`config.mk`:
```
export PLATFORM = sky130hd
export DESIGN_NAME = i2c_bus_recovery_sequencer_flat
export DESIGN_NICKNAME = d
export VERILOG_FILES = /design/src/i2cbr_pkg.sv /design/src/i2cbr_if.sv /design/src/i2c_bus_recovery_sequencer.sv /design/src/i2cbr_seq.sv /design/src/flat_wrapper.sv
export SDC_FILE = /design/constraint.sdc
export NUM_CORES = 1
export LEC_CHECK = 0
export BUFFER_PORTS_ARGS = -buffer_cell sky130_fd_sc_hd__buf_2
export CAP_MARGIN = 20
export CORE_MARGIN = 5
export CORE_UTILIZATION = 58
export DETAILED_ROUTE_END_ITERATION = 8
export GPL_TIMING_DRIVEN = 0
export PLACE_DENSITY = 0.79
export RECOVER_POWER = 50
export SLEW_MARGIN = 20
export SYNTH_ARGS = -nofsm -noshare
export SYNTH_HDL_FRONTEND = slang
export SYNTH_SLANG_ARGS = --single-unit
```
`constraint.sdc`:
```
create_clock -name clk -period 2.87 [get_ports clk]
set_input_delay 0 -clock clk [delete_from_list [all_inputs] [get_ports clk]]
set_output_delay 0 -clock clk [all_outputs]
set_load 0.02 [all_outputs]
```
`src/i2cbr_pkg.sv`:
```
// i2cbr_pkg: types and constants shared by the i2c bus recovery sequencer
// no dependencies
package i2cbr_pkg;

    localparam int HalfWidth  = 16;
    localparam int ClockWidth = 4;

    localparam logic [HalfWidth-1:0]  HalfReset  = 16'd5;
    localparam logic [ClockWidth-1:0] ClockReset = 4'd9;

    typedef enum logic [0:0] {
        REG_HALF_PERIOD = 1'b0,
        REG_MAX_CLOCKS  = 1'b1
    } cfg_index_t;

    typedef enum logic [0:0] {
        ACT_TICK  = 1'b0,
        ACT_START = 1'b1
    } action_t;

    typedef enum logic [3:0] {
        PH_IDLE     = 4'd0,
        PH_SDA_REL  = 4'd1,
        PH_SCL_REL  = 4'd2,
        PH_CLK_LOW  = 4'd3,
        PH_CLK_SDA  = 4'd4,
        PH_CLK_HIGH = 4'd5,
        PH_STP_SCLL = 4'd6,
        PH_STP_SDAL = 4'd7,
        PH_STP_SCLH = 4'd8,
        PH_STP_SDAH = 4'd9,
        PH_SETTLE1  = 4'd10,
        PH_SETTLE2  = 4'd11
    } phase_t;

    typedef struct packed {
        logic action;
        logic sda_level;
    } tick_item_t;

    typedef struct packed {
        logic                  scl_drive_low;
        logic                  sda_drive_low;
        logic                  busy_res;
        logic                  done_res;
        logic                  sda_released;
        logic [ClockWidth-1:0] clocks_used;
    } result_item_t;

endpackage

```
`src/i2cbr_if.sv`:
```
// i2cbr_if: valid/ready channels for tick items and result items
// depends on i2cbr_pkg
interface i2cbr_tick_if;
    import i2cbr_pkg::*;

    logic       valid;
    logic       ready;
    tick_item_t data;

    modport source (output valid, output data, input ready);
    modport sink   (input valid, input data, output ready);
endinterface

interface i2cbr_result_if;
    import i2cbr_pkg::*;

    logic         valid;
    logic         ready;
    result_item_t data;

    modport source (output valid, output data, input ready);
    modport sink   (input valid, input data, output ready);
endinterface

```
`src/i2c_bus_recovery_sequencer.sv`:
```
// i2c_bus_recovery_sequencer: top level with config registers and result register
// depends on i2cbr_pkg, i2cbr_if and i2cbr_seq
//
//  channel  dir  payload                                   handshake
//  tick     in   action, sda_level                         valid/ready
//  result   out  scl/sda drives, busy, done, freed, count  valid/ready
//  cfg      in   cfg_index, cfg_data                       cfg_we, no wait
//
// one tick item per cycle unless stalled; results follow the cycle after transfer
// the state machine and counters update in the same cycle as the transfer
// tick ready is high while the result register is empty or being drained
// reset clears state, config returns to HalfReset ticks and ClockReset clocks
module i2c_bus_recovery_sequencer (
    input  logic                             clk,
    input  logic                             rst_n,
    i2cbr_tick_if.sink                       tick,
    i2cbr_result_if.source                   result,
    input  logic                             cfg_we,
    input  logic [0:0]                       cfg_index,
    input  logic [i2cbr_pkg::HalfWidth-1:0]   cfg_data
);
    import i2cbr_pkg::*;

    logic [HalfWidth-1:0]  half_reg;
    logic [ClockWidth-1:0] max_reg;
    logic                  out_valid_reg;
    result_item_t          out_data_reg;
    result_item_t          result_next;
    logic                  accept;

    assign tick.ready = !out_valid_reg || result.ready;
    assign accept     = tick.valid && tick.ready;

    i2cbr_seq u_seq (
        .clk               (clk),
        .rst_n             (rst_n),
        .step_en           (accept),
        .item              (tick.data),
        .half_period_ticks (half_reg),
        .max_clocks        (max_reg),
        .result_next       (result_next)
    );

    always_ff @(posedge clk or negedge rst_n)
    begin
        if (!rst_n)
        begin
            half_reg <= HalfReset;
            max_reg  <= ClockReset;
        end
        else if (cfg_we)
        begin
            case (cfg_index_t'(cfg_index))
                REG_HALF_PERIOD: half_reg <= cfg_data;
                REG_MAX_CLOCKS:  max_reg  <= cfg_data[ClockWidth-1:0];
                default:         ;
            endcase
        end
    end

    always_ff @(posedge clk or negedge rst_n)
    begin
        if (!rst_n)
            out_valid_reg <= 1'b0;
        else if (accept)
            out_valid_reg <= 1'b1;
        else if (result.ready)
            out_valid_reg <= 1'b0;
    end

    always_ff @(posedge clk)
    begin
        if (accept)
            out_data_reg <= result_next;
    end

    assign result.valid = out_valid_reg;
    assign result.data  = out_data_reg;

endmodule

```
`src/i2cbr_seq.sv`:
```
// i2cbr_seq: recovery state machine, half-period counter and pulse counter
// depends on i2cbr_pkg; gives the result that follows each stepped item
module i2cbr_seq (
    input  logic                            clk,
    input  logic                            rst_n,
    input  logic                            step_en,
    input  i2cbr_pkg::tick_item_t           item,
    input  logic [i2cbr_pkg::HalfWidth-1:0]  half_period_ticks,
    input  logic [i2cbr_pkg::ClockWidth-1:0] max_clocks,
    output i2cbr_pkg::result_item_t         result_next
);
    import i2cbr_pkg::*;

    phase_t                phase_reg,  phase_next;
    logic [HalfWidth-1:0]  wait_reg,   wait_next;
    logic [ClockWidth-1:0] count_reg,  count_next;
    logic                  freed_reg,  freed_next;
    logic                  scl_reg,    scl_next;
    logic                  sda_reg,    sda_next;
    logic                  done;

    logic                  busy;
    logic                  start;
    logic                  tick;
    logic                  advance;
    logic [HalfWidth-1:0]  load_value;
    logic [ClockWidth-1:0] limit;
    logic [ClockWidth-1:0] count_inc;

    assign busy       = (phase_reg != PH_IDLE);
    assign start      = step_en && (item.action == ACT_START) && !busy;
    assign tick       = step_en && (item.action == ACT_TICK) && busy;
    assign advance    = tick && (wait_reg <= HalfWidth'(1));
    assign load_value = (half_period_ticks == '0) ? HalfWidth'(1) : half_period_ticks;
    assign limit      = (max_clocks == '0) ? ClockWidth'(1) : max_clocks;
    assign count_inc  = count_reg + ClockWidth'(1);

    // next state
    always_comb
    begin
        phase_next = phase_reg;
        if (start)
        begin
            phase_next = PH_SDA_REL;
        end
        else if (advance)
        begin
            case (phase_reg)
                PH_SDA_REL:  phase_next = PH_SCL_REL;
                PH_SCL_REL:  phase_next = PH_CLK_LOW;
                PH_CLK_LOW:  phase_next = PH_CLK_SDA;
                PH_CLK_SDA:  phase_next = PH_CLK_HIGH;
                PH_CLK_HIGH:
                begin
                    if (item.sda_level || (count_inc >= limit))
                        phase_next = PH_STP_SCLL;
                    else
                        phase_next = PH_CLK_LOW;
                end
                PH_STP_SCLL: phase_next = PH_STP_SDAL;
                PH_STP_SDAL: phase_next = PH_STP_SCLH;
                PH_STP_SCLH: phase_next = PH_STP_SDAH;
                PH_STP_SDAH: phase_next = PH_SETTLE1;
                PH_SETTLE1:  phase_next = PH_SETTLE2;
                default:     phase_next = PH_IDLE;
            endcase
        end
    end

    // outputs and datapath
    always_comb
    begin
        wait_next  = wait_reg;
        count_next = count_reg;
        freed_next = freed_reg;
        scl_next   = scl_reg;
        sda_next   = sda_reg;
        done       = 1'b0;
        if (start)
        begin
            wait_next  = load_value;
            count_next = '0;
            freed_next = 1'b0;
            sda_next   = 1'b0;
        end
        else if (advance)
        begin
            wait_next = load_value;
            case (phase_reg)
                PH_SDA_REL:  scl_next = 1'b0;
                PH_SCL_REL:
                begin
                    if (item.sda_level)
                        freed_next = 1'b1;
                    scl_next = 1'b1;
                end
                PH_CLK_LOW:  sda_next = 1'b0;
                PH_CLK_SDA:  scl_next = 1'b0;
                PH_CLK_HIGH:
                begin
                    count_next = count_inc;
                    scl_next   = 1'b1;
                    if (item.sda_level)
                        freed_next = 1'b1;
                end
                PH_STP_SCLL: sda_next = 1'b1;
                PH_STP_SDAL: scl_next = 1'b0;
                PH_STP_SCLH: sda_next = 1'b0;
                PH_STP_SDAH,
                PH_SETTLE1:  ;
                default:
                begin
                    wait_next = '0;
                    scl_next  = 1'b0;
                    sda_next  = 1'b0;
                    done      = 1'b1;
                end
            endcase
        end
        else if (tick)
        begin
            wait_next = wait_reg - HalfWidth'(1);
        end
    end

    always_ff @(posedge clk or negedge rst_n)
    begin
        if (!rst_n)
        begin
            phase_reg <= PH_IDLE;
            wait_reg  <= '0;
            count_reg <= '0;
            freed_reg <= 1'b0;
            scl_reg   <= 1'b0;
            sda_reg   <= 1'b0;
        end
        else
        begin
            phase_reg <= phase_next;
            wait_reg  <= wait_next;
            count_reg <= count_next;
            freed_reg <= freed_next;
            scl_reg   <= scl_next;
            sda_reg   <= sda_next;
        end
    end

    assign result_next.scl_drive_low = scl_next;
    assign result_next.sda_drive_low = sda_next;
    assign result_next.busy_res      = (phase_next != PH_IDLE);
    assign result_next.done_res      = done;
    assign result_next.sda_released  = freed_next;
    assign result_next.clocks_used   = count_next;

endmodule
```
`src/flat_wrapper.sv`:
```
// flat-port wrapper written by rule: the top's interface ports become plain ports
module i2c_bus_recovery_sequencer_flat import i2cbr_pkg::*;
  (clk, rst_n, cfg_we, cfg_index, cfg_data, tick_valid, tick_data, tick_ready, result_valid, result_data, result_ready);
  i2cbr_tick_if tick_i ();
  i2cbr_result_if result_i ();
  input  logic clk;
  input  logic rst_n;
  input  logic cfg_we;
  input  logic [0:0] cfg_index;
  input  logic [i2cbr_pkg::HalfWidth-1:0] cfg_data;
  input wire logic [$bits(tick_i.valid)-1:0] tick_valid;
  input wire logic [$bits(tick_i.data)-1:0] tick_data;
  output wire logic [$bits(tick_i.ready)-1:0] tick_ready;
  output wire logic [$bits(result_i.valid)-1:0] result_valid;
  output wire logic [$bits(result_i.data)-1:0] result_data;
  input wire logic [$bits(result_i.ready)-1:0] result_ready;
  assign tick_i.valid = tick_valid;
  assign tick_i.data = tick_data;
  assign tick_ready = tick_i.ready;
  assign result_valid = result_i.valid;
  assign result_data = result_i.data;
  assign result_i.ready = result_ready;
  i2c_bus_recovery_sequencer u_core (.clk(clk), .rst_n(rst_n), .tick(tick_i), .result(result_i), .cfg_we(cfg_we), .cfg_index(cfg_index), .cfg_data(cfg_data));
endmodule
```
# ---- Word level (Yosys, flattened, before mapping)
# Index checks and enable logic that the tools add are counted.
# Widths: inputs -> output; s select.
dict set report word_totals {
  in_bits 24
  regBits 57
}
dict set report classes {
  eq_ne 10
  order_cmp 2
  mux 26
  n_bitwise 3
  n_addsub 2
  n_reduce_logical 23
}
# op count
set ops {}
lappend ops {{$mux 16} 5}
lappend ops {{$pmux 4 s10} 1}
lappend ops {{$mux 4} 6}
lappend ops {{$eq 4x3->1 const B} 4}
lappend ops {{$le 16x1->1 const B} 1}
lappend ops {{$logic_not 16->1} 1}
lappend ops {{$sub 16x1->16 const B} 1}
lappend ops {{$eq 4x4->1 const B} 3}
lappend ops {{$mux 1} 11}
lappend ops {{$reduce_or 10->1} 1}
lappend ops {{$eq 4x2->1 const B} 2}
lappend ops {{$reduce_bool 4->1} 2}
lappend ops {{$reduce_or 7->1} 1}
lappend ops {{$logic_and 1x1->1} 6}
lappend ops {{$reduce_or 5->1} 1}
lappend ops {{$add 4x1->4 const B} 1}
lappend ops {{$eq 4x1->1 const B} 1}
lappend ops {{$ge 4x4->1} 1}
lappend ops {{$logic_not 4->1} 1}
lappend ops {{$pmux 1 s2} 2}
lappend ops {{$reduce_and 2->1} 2}
lappend ops {{$reduce_or 2->1} 2}
lappend ops {{$mux 3} 1}
lappend ops {{$not 1->1} 3}
lappend ops {{4 further kinds} 6}

# ---- Logic depth before layout (Yosys ltp)
dict set report depth {
  word_depth 9
  ltp_mapped 9
  mapped_depth_nobuf 9
}

# ---- Hierarchy
# From an unflattened synthesis, not the netlist that was laid out.
dict set report unflattened {
  cells_unflattened 269
  hier_area_um2 3062.9
}
# mod area_each_um2 seq_area_each_um2 instances cells_each
set by_module_without_submodules {}
lappend by_module_without_submodules {i2cbr_seq 1931.9 675.6 1 212}
lappend by_module_without_submodules {i2c_bus_recovery_sequencer 1131.1 800.8 1 57}

# ---- Worst setup path before layout
# OpenSTA, ideal clock, no wires.
dict set report synth_path {
  kind {reg-to-reg}
  startpoint {reg u_core.u_seq.wait_reg[8]}
  endpoint {reg u_core.out_data_reg (netlist bit u_core.result.data[1]), data pin}
  path_slack_ps 608
  arrival_ps 1991
  path_stages_with_launch 8
  synth_period_minus_slack_ps 2262
  required_ps 2600
  cell_sequence {dfrtp_1 -> nor4_4 -> nand3_2 -> or4b_4 -> buf_6 -> nor4_4 -> mux2i_1 -> nor2_1}
}
# element line
set synth_lines {}
lappend synth_lines {{start, declared} i2cbr_seq.sv:15} ;# logic [HalfWidth-1:0] wait_reg, wait_next;
lappend synth_lines {{start signal, assigned} i2cbr_seq.sv:140} ;# wait_reg <= wait_next;
lappend synth_lines {{end signal, assigned} i2c_bus_recovery_sequencer.sv:74} ;# out_data_reg <= result_next;
lappend synth_lines {{end, declared} i2c_bus_recovery_sequencer.sv:27} ;# result_item_t out_data_reg;

==> results.md <==
- 1st-iter DRT viols: about 210
- FFs w/ async S/R, synth: 84.2%
- Skew final: 0.0129 ns
- # rows: 26
- Max Cap Viol: 0
- Largest cells by area after synthesis: dfrtp_1, edfxtp_1, mux2_2
- PwrDens: 565 mW/mm2
- FILL cells: 394
- EDFF count, synth: 9
- Arr. time, crit path: around 2.7 ns
- Critical path launch point type: register
- IO Port Bufs: 34
- Crit path capture type: register
- Slew @ Worst Pin: 1.21 ns
- Layout cells sized above 1: 22.1%
- Layout area overhead: 19.7%
- Die Wd: a little over 80 um
- ANT cells: 0
- Clk buf depth: 2
- Final Max Slew Viols: 0
- Initial antenna violation count: 0
- CTS Hold Buffers Added: 18
- Synthesized area: 0.00310 mm2
- Total negative slack: 0 ns
- Vias: 2,670
- Post-Syn Instances: 302
- Crit path kind: register to register
- Nets: a little under 400
- Cells along the critical path: inv_1 -> ha_1 -> o21ai_1 -> or4b_4 -> buf_6 -> nor4_4 -> mux2i_1 -> nor2_1
- Yosys reg bits: 57
- Final critical-path required period: 2.63 ns
- CTS tree: yes
- RSZ-0062 raised after global routing: false
- Final setup fails: 0
- Final antenna-violating net count: 0
- Post-synth top flop: dfrtp_1
- Post-synth top area share: a little over a third
- Sequential-to-total area share from yosys stat: between 40% and 50%
- Worst hold path class: input pin to register
- Number of global-route vias before repair: about 2,800
- Most common cell after layout, fill and taps aside: dfrtp_1
- Worst Path Required: slightly below 3 ns
- Gr usage total: 23.6%
- Most frequent cells in the layout: dfrtp_1, buf_2, nand2_1
- Cts bufs inserted: 9
- H-tree levels: 3
- Fin util: 72.2%
- Slew headroom: 19.4%
- Critical-path maximum fanout: 8
- Clock Latency Late Sink: roughly 0.35 ns
- Leakage: 1.51 nW
- Largest net degree at the start of global routing: 49
- DRC violations left: 0
- Routability Congestion: 0.928
- Post-route cell area: 0.00371 mm2
- Post-CTS Setup Repair Bufs: 0
- Core Region: between 0.005 and 0.006 mm2
- Warnings, synthesis: 0
- Vias per cell: 6.05
- Placed instance area: 0.00336 mm2
- Fin. Hold Viols: 0
- Syn nets: 333
- CTS clk-pin slew, worst paths: 0.07 ns
- CP max stage delay: about 0.51 ns
- 1st-pass router iterations: 5
- Die footprint: 0.00691 mm2
- Starting density of the core: between 60% and 70%
- First-pass GRT wire length: around 13,000 um
- CTS resizes: 0
- Outcome: completed
- Worst vdd ir: ~0.45 mV
- Tcrit/Tclk final: 91.6%
- DR WL/cell: 17.6 um
- Final wirelength: 7780 um
- Remaining Overflow, GRT: 0
- Synth unique cells: 61
- Mean Syn Cell Area: 10.3 um2
- IO Pins: 35
- Dominant cell type by area after synthesis: dfrtp_1
- Die height: a little over 80 um
- CP max-delay cell: or4b_4
- Fmax: ~380 MHz
- Clock Sinks: 57
- Clock Root Buffer: clkbuf_8
- HPWL Detailed: 5230 um
-- Yosys cell counts (3+ instances only) --
cell type  instances
o21ai_0           16
nand4_1            4
clkbuf_1          11
xor2_1             3
nor2_1            19
a211oi_1           3
a32oi_1            3
nor4_1             5
nor3_1            12
nor4_4             4
nand2_1           27
o221ai_1           3
o21ai_1            7
a21o_1             4
dfrtp_1           44
mux2_2            20
nand3_1           10
xnor2_1            4
inv_1             13
ha_1               7
o22ai_1            3
dfstp_2            4
o211ai_1           4
edfxtp_1           9
nor2b_1            3
a21oi_1           15
nand2b_1           4
-- critical path, delay by kind of cell, from the launching register on --
family / cells / cell delay, ns
mux: 1 / 0.24
simple gates: 3 / 0.84
fa+ha+maj: 1 / 0.35
buf+inv: 2 / 0.26
compound gates: 1 / 0.20
flops: 1 / 0.44
-- power breakdown --
part	internal, W	switching, W
clock network	0.000335	0.000320
logic	0.000173	0.000201
registers	0.000932	0.000136
-- through the flow --
| step | instances | power (W) | hold WS, ns | setup WS [ns] |
|---|---|---|---|---|
| after detailed placement | 406 | 0.00142 | 0.237 | 0.296 |
| after floorplan | 302 | 0.00129 | -0.296 | 0.608 |
| after CTS | 440 | 0.00209 | 0.00318 | 0.273 |
| after global routing | 441 | 0.00221 | 0.0409 | 0.0784 |
| final | 441 | 0.00210 | 0.0210 | 0.242 |
| after global placement | 406 | 0.00140 | 0.232 | 0.391 |
-- final cells by class --
cell class,count,area [um2],share of cell area [%]
inverters,13,48.8,1.32
clock buffers,13,149,4.01
plain buffers,14,61.3,1.65
multi-input cells,218,1510,40.8
repair buffers,53,357,9.62
clock inverters,3,16.3,0.439
flip-flops and latches,57,1480,39.8
well taps,70,87.6,2.36
-- worst paths after layout --
check | slack, ns | cells after the start | end | from
worst max-delay path | 0.24 | 8 | u_core.result.data[1] | u_core.u_seq.wait_reg[0]
worst min-delay path | 0.02 | 3 | u_core.result.valid | result_ready
worst max register to register | 0.24 | 8 | u_core.result.data[1] | u_core.u_seq.wait_reg[0]
worst min register to register | 0.48 | 2 | u_core.u_seq.freed_reg | u_core.u_seq.freed_reg
max in group asynchronous | 1.69 | 2 | u_core.half_reg[13] | rst_n
min in group asynchronous | 0.44 | 2 | u_core.u_seq.sda_reg | rst_n
-- kinds of logic (layout without fill, tap and decap cells) --
family          Yosys count  count (layout)  synth area share (%)
compound gates           76              76                  16.1
simple gates            106             106                  20.0
xor+xnor                  7               7                  1.98
buf+inv                  27              96                  3.55
fa+ha+maj                 7               7                  2.83
mux                      22              22                  7.91
flops                    57              57                  47.6
-- metal layers --
layer  track usage, %  share of wire [%]  up-vias
met1             30.3                 42     1280
met3             4.75                7.0       21
met4             12.2                2.7        0
li1                 -                  -     1245
met2             37.5                 48      124
met5                0                  0        -
No activity file was read; power rests on OpenSTA's default activity.
